### config.mk
export PLATFORM = sky130hd
export DESIGN_NAME = catmull_rom_curve_interpolator
export DESIGN_NICKNAME = d
export VERILOG_FILES = /design/src/design/crci_pkg.sv /design/src/design/crci_mul.sv /design/src/design/crci_seq.sv /design/src/design/catmull_rom_curve_interpolator.sv
export SDC_FILE = /design/constraint.sdc
export NUM_CORES = 2
export LEC_CHECK = 0
export BUFFER_PORTS_ARGS = -buffer_cell sky130_fd_sc_hd__buf_2
export CORE_UTILIZATION = 40
export DETAILED_ROUTE_END_ITERATION = 10
export HOLD_SLACK_MARGIN = 0.06
export PLACE_DENSITY_LB_ADDON = 0.12
export SETUP_SLACK_MARGIN = 0.15
export SLEW_MARGIN = 20
export SYNTH_ARGS = -nofsm -noshare
export SYNTH_HDL_FRONTEND = slang
export SYNTH_SLANG_ARGS = --single-unit
### constraint.sdc
create_clock -name clk_i -period 9.8 [get_ports clk_i]
set_input_delay 0.49 -clock clk_i [delete_from_list [all_inputs] [get_ports clk_i]]
set_output_delay 0.49 -clock clk_i [all_outputs]
set_load 0.005 [all_outputs]
### src/design/crci_pkg.sv
package crci_pkg;

  localparam int unsigned SAMPLE_BITS_DEF = 16;
  localparam int unsigned FRAC_BITS_DEF   = 10;

  localparam int unsigned TSTEP_W      = 11;
  localparam logic [TSTEP_W-1:0] TSTEP_RST = 11'd102;

  localparam int unsigned POINT_W = 16;
  localparam int unsigned CURVE_W = 18;
  localparam int unsigned SEG_W   = 16;
  localparam int unsigned TFRAC_W = 10;
  localparam int CURVE_MAX = 131071;
  localparam int CURVE_MIN = -131072;

  typedef struct packed {
    logic signed [POINT_W-1:0] point_value;
    logic                      curve_start;
  } crci_in_t;

  typedef struct packed {
    logic signed [CURVE_W-1:0] curve_value;
    logic [SEG_W-1:0]          segment_index;
    logic [TFRAC_W-1:0]        t_frac;
    logic                      last_of_run;
  } crci_out_t;

  typedef enum logic [2:0] {
    ST_IDLE,
    ST_SQ,
    ST_CUBE,
    ST_WGT,
    ST_MAC,
    ST_SUM,
    ST_EMIT
  } crci_state_e;

  typedef enum logic [1:0] {
    MUL_W_P,
    MUL_T_T,
    MUL_T2_T
  } crci_mul_sel_e;

  typedef struct packed {
    logic in_valid;
    logic win_full;
    logic last;
    logic out_free;
  } crci_stat_t;

  typedef struct packed {
    logic          in_ready;
    crci_mul_sel_e mul_sel;
    logic [1:0]    tap;
    logic          t2_load;
    logic          wgt_load;
    logic          acc_clr;
    logic          acc_add;
    logic          emit;
    logic          t_adv;
    logic          run_done;
  } crci_ctrl_t;

endpackage

### src/design/crci_mul.sv
module crci_mul #(
  parameter int unsigned A_W = 21,
  parameter int unsigned B_W = 16
) (
  input  logic                       clk_i,
  input  logic signed [A_W-1:0]      a_i,
  input  logic signed [B_W-1:0]      b_i,
  output logic signed [A_W+B_W-1:0]  p_o
);

  logic signed [A_W+B_W-1:0] p_q;

  // Product is registered so the next consumer starts from a clean flop.
  always_ff @(posedge clk_i) begin
    p_q <= (A_W+B_W)'(a_i) * (A_W+B_W)'(b_i);
  end

  assign p_o = p_q;

endmodule

### src/design/crci_seq.sv
module crci_seq (
  input  logic                   clk_i,
  input  logic                   rst_ni,
  input  crci_pkg::crci_stat_t   stat_i,
  output crci_pkg::crci_ctrl_t   ctrl_o
);
  import crci_pkg::*;

  crci_state_e state_q, state_d;
  logic [1:0]  tap_q, tap_d;

  always_ff @(posedge clk_i or negedge rst_ni) begin
    if (!rst_ni) begin
      state_q <= ST_IDLE;
      tap_q   <= 2'd0;
    end else begin
      state_q <= state_d;
      tap_q   <= tap_d;
    end
  end

  always_comb begin
    state_d = state_q;
    tap_d   = 2'd0;
    unique case (state_q)
      ST_IDLE: begin
        if (stat_i.in_valid && stat_i.win_full) begin
          state_d = ST_SQ;
        end
      end
      ST_SQ:   state_d = ST_CUBE;
      ST_CUBE: state_d = ST_WGT;
      ST_WGT:  state_d = ST_MAC;
      ST_MAC: begin
        tap_d = tap_q + 2'd1;
        if (tap_q == 2'd3) begin
          state_d = ST_SUM;
          tap_d   = 2'd0;
        end
      end
      ST_SUM:  state_d = ST_EMIT;
      ST_EMIT: begin
        if (stat_i.out_free) begin
          state_d = stat_i.last ? ST_IDLE : ST_SQ;
        end
      end
      default: state_d = ST_IDLE;
    endcase
  end

  always_comb begin
    ctrl_o         = '0;
    ctrl_o.mul_sel = MUL_W_P;
    ctrl_o.tap     = tap_q;
    unique case (state_q)
      ST_IDLE: ctrl_o.in_ready = 1'b1;
      ST_SQ:   ctrl_o.mul_sel = MUL_T_T;
      ST_CUBE: begin
        ctrl_o.mul_sel = MUL_T2_T;
        ctrl_o.t2_load = 1'b1;
      end
      ST_WGT:  ctrl_o.wgt_load = 1'b1;
      ST_MAC: begin
        // The product issued in the weight cycle is junk, so the first tap clears.
        ctrl_o.acc_clr = (tap_q == 2'd0);
        ctrl_o.acc_add = (tap_q != 2'd0);
      end
      ST_SUM:  ctrl_o.acc_add = 1'b1;
      ST_EMIT: begin
        ctrl_o.emit     = stat_i.out_free;
        ctrl_o.t_adv    = stat_i.out_free && !stat_i.last;
        ctrl_o.run_done = stat_i.out_free && stat_i.last;
      end
      default: ctrl_o.in_ready = 1'b0;
    endcase
  end

endmodule

### src/design/catmull_rom_curve_interpolator.sv
// Catmull-Rom curve interpolator.
// Input channel (in_valid_i/in_ready_o, in_data_i) carries one control point per beat,
// with curve_start set on the first point of a new curve. Output channel
// (out_valid_o/out_ready_i, out_data_o) carries interpolated samples of the segment
// between the two middle points of the last four, t stepping from 0 by t_step.
// cfg_we_i writes t_step from cfg_wdata_i; write it only while the block is idle.
// A point that does not complete the four-point window is accepted and gives no
// output. A point that does gives N = ceil(2^FRAC_BITS / max(t_step, 2^FRAC_BITS/32))
// samples, at most 32. Every sample runs on the one shared multiplier in these steps:
// t*t, t^2*t, weight forming, four weight-by-point products and an accumulate drain,
// then the load into the output register. After such a point is accepted, in_ready_o
// stays low until its last sample is loaded into the output register.
// The output register lets the next point be accepted while the last sample waits.
// When the receiver stalls, the sequencer holds in its emit cycle until the output
// register frees up. Reset clears the window and segment count, and sets t_step to 102.
module catmull_rom_curve_interpolator #(
  parameter int unsigned SAMPLE_BITS = crci_pkg::SAMPLE_BITS_DEF,
  parameter int unsigned FRAC_BITS   = crci_pkg::FRAC_BITS_DEF
) (
  input  logic                                clk_i,
  input  logic                                rst_ni,
  input  logic                                in_valid_i,
  output logic                                in_ready_o,
  input  crci_pkg::crci_in_t                  in_data_i,
  output logic                                out_valid_o,
  input  logic                                out_ready_i,
  output crci_pkg::crci_out_t                 out_data_o,
  input  logic                                cfg_we_i,
  input  logic [crci_pkg::TSTEP_W-1:0]        cfg_wdata_i
);
  import crci_pkg::*;

  localparam int unsigned F    = FRAC_BITS;
  localparam int unsigned TW   = ((F > TSTEP_W) ? F : TSTEP_W) + 1;
  localparam int unsigned WW   = F + 10;
  localparam int unsigned MA   = (2*F + 1 > WW) ? 2*F + 1 : WW;
  localparam int unsigned MB   = (F + 1 > SAMPLE_BITS) ? F + 1 : SAMPLE_BITS;
  localparam int unsigned PW   = MA + MB;
  localparam int unsigned RW   = 3*F + 4;
  localparam int unsigned AW   = WW + SAMPLE_BITS + 2;
  localparam int unsigned WSH  = 2*F - 7;
  localparam int unsigned ASH  = F + 8;
  localparam int unsigned MIN_STEP = ((1 << F) + 31) / 32;

  localparam logic [TW-1:0]        ONE_T    = TW'(1) << F;
  localparam logic [TW-1:0]        MIN_T    = TW'(MIN_STEP);
  localparam logic signed [RW-1:0] S3X2     = RW'(1) << (3*F + 1);
  localparam logic signed [RW-1:0] WRND     = RW'(1) << (WSH - 1);
  localparam logic signed [AW-1:0] ARND     = AW'(1) << (ASH - 1);
  localparam logic signed [AW-1:0] OUT_MAX  = AW'(CURVE_MAX);
  localparam logic signed [AW-1:0] OUT_MIN  = AW'(CURVE_MIN);

  crci_ctrl_t ctrl;
  crci_stat_t stat;

  logic [TSTEP_W-1:0]            t_step_q;
  logic signed [SAMPLE_BITS-1:0] win_q [4];
  logic [1:0]                    fill_q;
  logic [SEG_W-1:0]              seg_q;
  logic [TW-1:0]                 t_q;
  logic [2*F-1:0]                t2_q;
  logic signed [WW-1:0]          w_q [4];
  logic signed [AW-1:0]          acc_q;
  crci_out_t                     out_q;
  logic                          out_valid_q;

  logic                          in_take;
  logic [TW-1:0]                 step_eff;
  logic [TW-1:0]                 t_next;
  logic signed [SAMPLE_BITS-1:0] pt_new;
  logic signed [MA-1:0]          mul_a;
  logic signed [MB-1:0]          mul_b;
  logic signed [PW-1:0]          prod;
  logic signed [RW-1:0]          t3w, t2s, ts2;
  logic signed [RW-1:0]          raw [4];
  logic signed [RW-1:0]          wr [4];
  logic signed [AW-1:0]          acc_rnd, acc_sh, sat;

  assign in_take  = in_valid_i && ctrl.in_ready;
  assign step_eff = (TW'(t_step_q) < MIN_T) ? MIN_T : TW'(t_step_q);
  assign t_next   = t_q + step_eff;
  assign pt_new   = SAMPLE_BITS'(unsigned'(in_data_i.point_value));

  assign stat.in_valid = in_valid_i;
  assign stat.win_full = !in_data_i.curve_start && (fill_q == 2'd3);
  assign stat.last     = (t_next >= ONE_T);
  assign stat.out_free = !out_valid_q || out_ready_i;

  crci_seq u_seq (
    .clk_i  (clk_i),
    .rst_ni (rst_ni),
    .stat_i (stat),
    .ctrl_o (ctrl)
  );

  always_comb begin
    unique case (ctrl.mul_sel)
      MUL_T_T: begin
        mul_a = MA'(t_q[F-1:0]);
        mul_b = MB'(t_q[F-1:0]);
      end
      MUL_T2_T: begin
        mul_a = MA'(prod[2*F-1:0]);
        mul_b = MB'(t_q[F-1:0]);
      end
      MUL_W_P: begin
        mul_a = MA'(w_q[ctrl.tap]);
        mul_b = MB'(win_q[ctrl.tap]);
      end
      default: begin
        mul_a = '0;
        mul_b = '0;
      end
    endcase
  end

  crci_mul #(
    .A_W (MA),
    .B_W (MB)
  ) u_mul (
    .clk_i (clk_i),
    .a_i   (mul_a),
    .b_i   (mul_b),
    .p_o   (prod)
  );

  // Doubled weights scaled by 2^(3F); t^3 sits in the multiplier output this cycle.
  always_comb begin
    t3w    = RW'(prod[3*F-1:0]);
    t2s    = RW'(t2_q) << F;
    ts2    = RW'(t_q[F-1:0]) << (2*F);
    raw[0] = (t2s <<< 1) - t3w - ts2;
    raw[1] = (t3w <<< 1) + t3w - (t2s <<< 2) - t2s + S3X2;
    raw[2] = (t2s <<< 2) + ts2 - (t3w <<< 1) - t3w;
    raw[3] = t3w - t2s;
    for (int k = 0; k < 4; k++) begin
      wr[k] = raw[k] + WRND;
    end
  end

  always_comb begin
    acc_rnd = acc_q + ARND;
    acc_sh  = acc_rnd >>> ASH;
    if (acc_sh > OUT_MAX) begin
      sat = OUT_MAX;
    end else if (acc_sh < OUT_MIN) begin
      sat = OUT_MIN;
    end else begin
      sat = acc_sh;
    end
  end

  always_ff @(posedge clk_i or negedge rst_ni) begin
    if (!rst_ni) begin
      t_step_q <= TSTEP_RST;
    end else if (cfg_we_i) begin
      t_step_q <= cfg_wdata_i;
    end
  end

  always_ff @(posedge clk_i or negedge rst_ni) begin
    if (!rst_ni) begin
      for (int k = 0; k < 4; k++) begin
        win_q[k] <= '0;
      end
      fill_q <= 2'd0;
      seg_q  <= '0;
      t_q    <= '0;
    end else begin
      if (in_take) begin
        // A start beat flushes the window, so only the new point survives.
        for (int k = 0; k < 3; k++) begin
          win_q[k] <= in_data_i.curve_start ? '0 : win_q[k+1];
        end
        win_q[3] <= pt_new;
        if (in_data_i.curve_start) begin
          fill_q <= 2'd1;
          seg_q  <= '0;
        end else if (fill_q != 2'd3) begin
          fill_q <= fill_q + 2'd1;
        end
        t_q <= '0;
      end
      if (ctrl.t_adv) begin
        t_q <= t_next;
      end
      if (ctrl.run_done) begin
        seg_q <= seg_q + SEG_W'(1);
      end
    end
  end

  always_ff @(posedge clk_i) begin
    if (ctrl.t2_load) begin
      t2_q <= prod[2*F-1:0];
    end
    if (ctrl.wgt_load) begin
      for (int k = 0; k < 4; k++) begin
        w_q[k] <= wr[k][WSH +: WW];
      end
    end
    if (ctrl.acc_clr) begin
      acc_q <= '0;
    end else if (ctrl.acc_add) begin
      acc_q <= acc_q + AW'(prod);
    end
    if (ctrl.emit) begin
      out_q.curve_value   <= sat[CURVE_W-1:0];
      out_q.segment_index <= seg_q + SEG_W'(1);
      out_q.t_frac        <= TFRAC_W'(t_q);
      out_q.last_of_run   <= stat.last;
    end
  end

  always_ff @(posedge clk_i or negedge rst_ni) begin
    if (!rst_ni) begin
      out_valid_q <= 1'b0;
    end else if (ctrl.emit) begin
      out_valid_q <= 1'b1;
    end else if (out_ready_i) begin
      out_valid_q <= 1'b0;
    end
  end

  assign in_ready_o  = ctrl.in_ready;
  assign out_valid_o = out_valid_q;
  assign out_data_o  = out_q;

  a_emit_no_overwrite: assert property (@(posedge clk_i) disable iff (!rst_ni)
    ctrl.emit |-> (!out_valid_q || out_ready_i))
    else $error("sample loaded over an unaccepted output beat");

  a_t_in_segment: assert property (@(posedge clk_i) disable iff (!rst_ni)
    (ctrl.mul_sel == MUL_T_T) |-> (t_q < ONE_T))
    else $error("t reached one inside a segment");

  a_busy_after_full: assert property (@(posedge clk_i) disable iff (!rst_ni)
    (in_take && stat.win_full) |=> !in_ready_o)
    else $error("input taken while a segment is being produced");

endmodule
==> Word level (Yosys, flattened, before mapping) <==
Memories as Yosys holds them, arrays and structs flattened.
Index checks and enable logic that the tools add are counted.
{ "totals": {"ff_bits": 251, "latchBits": 0, "ram_bits": 80, "rom_bits": 0, "in_bits": 33, "out_inout_bits": 47, "mem_count": 1} }
{ "classes": {"addsub": 20, "multipliers": 1, "div_mod_pow": 0, "n_lt_le_gt_ge": 5, "eq_ne": 14, "n_shift": 0, "n_mux": 35, "bitwise_logic": 1, "reduce_logical": 22} }
{ "mem_list": {"columns": ["memory", "words", "width", "read_ports", "rd_ports_with_merged_regs", "wr", "line_no", "rtl"], "rows": [
  ["w_q", 4, 20, 1, 0, 4, "catmull_rom_curve_interpolator.sv:62", "logic signed [WW-1:0] w_q [4];"]
]} }
{ "op_table": {"columns": ["operator", "n"], "rows": [
  ["$mux 16", 8],
  ["$add 33x14->33 const B", 3],
  ["$sub 33x31->33", 3],
  ["$pmux 21 s3", 1],
  ["$add 38x19->38 const B", 1],
  ["$add 38x37->38", 1],
  ["$mul 21x16->37", 1],
  ["$add 32x30->33", 1],
  ["$add 33x33->33 const B", 1],
  ["$sub 32x31->33", 1],
  ["$sub 32x32->33", 1],
  ["$add 31x14->32 const B", 1],
  ["$add 31x30->32", 1],
  ["$bmux 16 s2", 1],
  ["$pmux 16 s2", 1],
  ["$sub 31x30->32", 1],
  ["$sub 30x30->31", 1],
  ["$mux 12", 2],
  ["$pmux 3 s7", 1],
  ["$gt 20x18->1 const B", 1],
  ["$lt 20x18->1 const B", 1],
  ["$mux 18", 1],
  ["$add 16x1->16 const B", 1],
  ["$add 12x11->12", 1],
  ["27 further kinds", 62]
]} }

==> Logic depth before layout (Yosys ltp) <==
{ "depth": {"ltp_word": 9, "depth_mapped": 34} }

==> Cells and area by module <==
From an unflattened synthesis, not the netlist that was laid out.
{ "unflattened": {"hier_cells": 3897, "area_unflattened_um2": 37079.3} }
{ "modules_own_cells": {"columns": ["module", "instances", "cells_per_inst", "area_each_um2"], "rows": [
  ["catmull_rom_curve_interpolator", 1, 2377, 23329.9],
  ["crci_mul", 1, 1482, 13357.8],
  ["crci_seq", 1, 38, 391.6]
]} }

==> Least setup slack after synthesis <==
No wires, ideal clock.
{ "synth_path": {"kind": "reg2reg", "from": "reg u_seq.state_q[0]", "to": "reg u_mul.p_q[35], in the netlist u_mul.p_o[35]", "arrival_ns": 8.991, "t_required_ns": 9.728, "setup_slack_ns": 0.736, "path_stages_with_launch": 32, "path_buffers": 3, "period_less_slack_ns": 9.064, "cell_sequence": "dfrtp_1 clkbuf_1 nand2b_1 nor2_1 ha_1 nor2_1 clkbuf_1 a22o_1 clkbuf_1 nand2_1 fa_1 inv_1 fa_1 fa_1 inv_1 fa_1 inv_1 fa_1 inv_1 fa_1 inv_1 ha_1 and3_1 and3_1 a21o_1 o211ai_1 a211oi_1 o31ai_2 o31ai_1 a311o_1 o21ai_1 xnor2_1"} }
{ "synth_via": {"elab_chain_len": 6, "elab_cells_between_ends": 10} }
{ "synth_lines": {"columns": ["element", "line_no", "rtl"], "rows": [
  ["start: declaration", "crci_seq.sv:9", "crci_state_e state_q, state_d;"],
  ["start signal: assignment", "crci_seq.sv:17", "state_q <= state_d;"],
  ["$eq 3x2->1 / $eq 3x1->1 (equally long branches)", "crci_seq.sv:55", "unique case (state_q)"],
  ["$pmux 2 s2 (*)", "crci_seq.sv:55", null],
  ["$eq 2x2->1 / $eq 2x1->1 (equally long branches)", "catmull_rom_curve_interpolator.sv:97", "unique case (ctrl.mul_sel)"],
  ["$reduce_or 2->1 (no line)", null, null],
  ["$pmux 16 s2", "catmull_rom_curve_interpolator.sv:97", null],
  ["$mul 21x16->37 (*)", "crci_mul.sv:15", "p_q <= (A_W+B_W)'(a_i) * (A_W+B_W)'(b_i);"],
  ["end signal: assignment", "crci_mul.sv:15", null],
  ["end: declaration", "crci_mul.sv:11", "logic signed [A_W+B_W-1:0] p_q;"]
]} }
Mark *: on every way between the ends. The rest lies on a longest branch, timed or not.
A chain may end at the register's enable or synchronous reset.

==> Worst setup path in the final report <==
Same ends and word-level chain as after synthesis.

==> flow_summary_export.csv <==
group,metric,value,unit
outcome,outcome,"finished with violations",
outcome,violations,"DRC",
synthesis,synth_cells,3768,
die,start_util,40.46,%
finish,nets,4656,
sta,period_share,92.32,%
sta,relSlewSlack,36.11,%
sta,fin_setup_tns,0,ps
drt,wire_per_inst,20.29,um
drt,drcViolationCount,11,
worst_setup_path,critPathLaunchType,"register",
clock_network,clk_pin_slew_worst_paths,60,ps
synthesis,yosys.area_share.simple,13.49,%
worst_setup_path,worstSetupPathDepth,30,
sta,hold_violations,0,
synthesis,synth_top_area_share,22.33,%
worst_setup_path,r2r_cells,30,
global_route,grt_busiest_layer,"met2",
synthesis,synth_fa_ha_area_share,34.85,%
global_route,use_met2,35.65,%
sta,slew_viol_final,0,
drt,ant_nets,0,
clock_network,clk_latency,580,ps
clock_network,cts_buffers,44,
die,core,88650,um2
synthesis,synth_seq_cells,330,
sta,finalSetupViolCount,0,
sta,clock_skew,26.86,ps
global_route,grt_max_degree,123,
sta,worst_slew_pin_slew,958.3,ps
die,io-pin-count,80,
placed_design,dpl.hpwl,81.73,mm
synthesis,synth_top_family_by_area,"adder cells",
synthesis,muxShareOfSynthArea,3.028,%
worst_hold_path,hold_depth,3,
run,drv_cap,0,
synthesis,synth_cell_types,89,
worst_setup_path,end_kind,"register",
synthesis,synth.top_cells.by_area,"fa_1 (22%), ha_1 (13%), edfxtp_1 (12%)",
drt,viasPerCell,5.265,
drt,drt_first_pass_iters,11,
worst_setup_path,path_class,"reg -> reg",
placed_design,place.gp.congestion,0.9049,
synthesis,netlist_area,35870,um2
clock_network,cts_max_path_buffers,3,
finish,area_growth_syn_to_layout,9.747,%
worst_setup_path,cp.required,10290,ps
drt,drt_iter0_markers,1804,
die,die_w,301.4,um
finish,layout-drive-gt1-share,8.462,%
synthesis,yosys_warnings,0,
global_route,grt-ovfl-total,0,
synthesis,synth.avg_cell_area,9.519,um2
worst_setup_path,critPathSlowestCell,"a22oi_1",
global_route,use_met3,3.199,%
global_route,track_usage,23.13,%
synthesis,async_reset_ff_share,33.64,%
global_route,grt_pass1_wl,160.0,mm
drt,routed_wl,102.8,mm
sta,rsz0062_at_grt,"false",
worst_setup_path,path_max_fanout,51,
synthesis,ys_seq_area_share,24.00,%
finish,antennaDiodeCount,0,
global_route,grt_pass1_vias,27009,
synthesis,synth_compound_area_share,11.96,%
die,rows,109,
global_route,antenna_found_initial,2,
global_route,use_met1,33.77,%
worst_setup_path,slowest_delay,640,ps
clock_network,tritoncts,"done",
die,die_h,301.4,um
placed_design,port_buffers,79,
worst_setup_path,path_buf_inv,7,
clock_network,h-tree-depth,2,
die,dieArea,90870,um2
worst_setup_path,cp_data_arrival_time,9540,ps
sta,min_period,9047,ps
synthesis,synth_fp_nets,4560,
worst_setup_path,cp_common_cell,"fa_1",
synthesis,ys.flop_type,"edfxtp_1",
clock_network,cts_sinks,330,
synthesis,synth_largest_area_cell,"fa_1",
synthesis,synth_xor_area_share,5.494,%
clock_network,cts_root_buf,"clkbuf_16",
drt,via_count,26665,
worst_hold_path,hp-class,"in -> reg",
sta,fmax,110.5,MHz
synthesis,synth_edf_count,144,
worst_setup_path,crit_family,"adder cells",
==> per-stage QoR <==
| step | area [um2] | hold slack (ps) | worst slack (ps) | utilization [%] | instances |
|---|---|---|---|---|---|
| 2_1_floorplan | 35870 | 194.4 | 736.5 | - | 3768 |
| 3_3_place_gp | 37910 | 437.3 | 689.4 | 42.76 | 4974 |
| 3_5_place_dp | 37920 | 452.5 | 687.7 | 42.78 | 4977 |
| 4_1_cts | 39310 | 64.09 | 612.2 | 44.34 | 5060 |
| 5_1_grt | 39360 | 92.38 | 297.9 | 44.40 | 5065 |
| 6_report | 39360 | 104.1 | 753.1 | 44.40 | 5065 |
==> cell type report <==
cell class                      instances  area, um2
Inverter                              576       2162
Sequential cell                       330       8611
Timing Repair Buffer                  157       1003
Fill cell                            8765      49280
Clock buffer                           66       1215
Multi-Input combinational cell       2755      24750
Clock inverter                         16      160.2
Tap cell                             1165       1458
==> cells by family (layout without fill, tap and decap cells) <==
logic type | after synthesis | in the layout
AO/OA/AOI/OAI | 641 | 641
XOR/XNOR | 225 | 225
adder cells (fa/ha/maj) | 759 | 759
buffers and inverters | 683 | 815
flip-flops | 330 | 330
multiplexers | 63 | 63
AND/OR/NAND/NOR | 1067 | 1067
==> cells in the mapped netlist (15+ instances only) <==
master	n
nor2b_1	24
fa_1	400
nor2_1	318
o21ai_1	22
a21o_1	57
mux4_2	35
nand4_1	15
nor3_1	50
inv_1	574
nand3_1	80
a22o_1	50
dfrtp_1	107
xnor2_1	156
dfxtp_1	75
ha_1	359
a21oi_1	159
xor2_1	69
o21bai_1	15
a22oi_1	16
o21ai_0	131
o21a_1	26
and2_1	17
or2_2	30
nand2b_1	71
and3_1	25
clkbuf_1	96
edfxtp_1	144
a211oi_1	28
nand2_1	381
==> final timing paths <==
path	startpoint	end	slack, ps
min in group asynchronous	rst_ni	seg_q[7]	520
hold reg to reg	acc_q[3]	acc_q[3]	460
setup reg to reg	u_seq.state_q[0]	u_mul.p_o[35]	750
max in group asynchronous	rst_ni	win_q[60]	7890
setup / recovery	u_seq.state_q[0]	u_mul.p_o[35]	750
hold / removal	in_data_i[3]	win_q[2]	100
==> flip-flops by register name, indices dropped and copies added, names as in the netlist <==
register / count
u_seq.tap_q: 2
fill_q: 2
out_data_o: 45
t_step_q: 11
out_valid_o: 1
win_q: 64
acc_q: 38
w_q: 79
seg_q: 16
u_mul.p_o: 37
t2_q: 20
t_q: 12
u_seq.state_q: 3
==> tightest hold or removal path, cell delays in order <==
cell and delay, ps:
buf_2 70, nand2_1 40, nand2_1 40
==> metal layers <==
metal	vias to the layer above	part of all wire, %
met3	122	5.5
met5	-	0
li1	12782	-
met2	650	44
met4	0	2.8
met1	13111	48
==> cell usage in the layout (no fill, tap or decap), drive strengths merged, types with 35 or more instances in the layout <==
cell,count
a21o,58
a21oi,160
a22o,50
buf,155
clkbuf,67
dfrtp,107
dfxtp,75
edfxtp,144
fa,400
ha,359
inv,579
mux4,35
nand2,381
nand2b,71
nand3,80
nor2,319
nor3,50
o21ai,155
xnor2,156
xor2,69
==> repair_timing <==
item	in CTS	in global routing
resized for setup	0	0
setup buffers	0	4
hold endpoints to repair	40	0
hold buffers	1	0
endpoints found under the setup margin	0	2
Power is not shown: default switching activity piles up to over one toggle a cycle in this logic, so the estimate is an artifact.
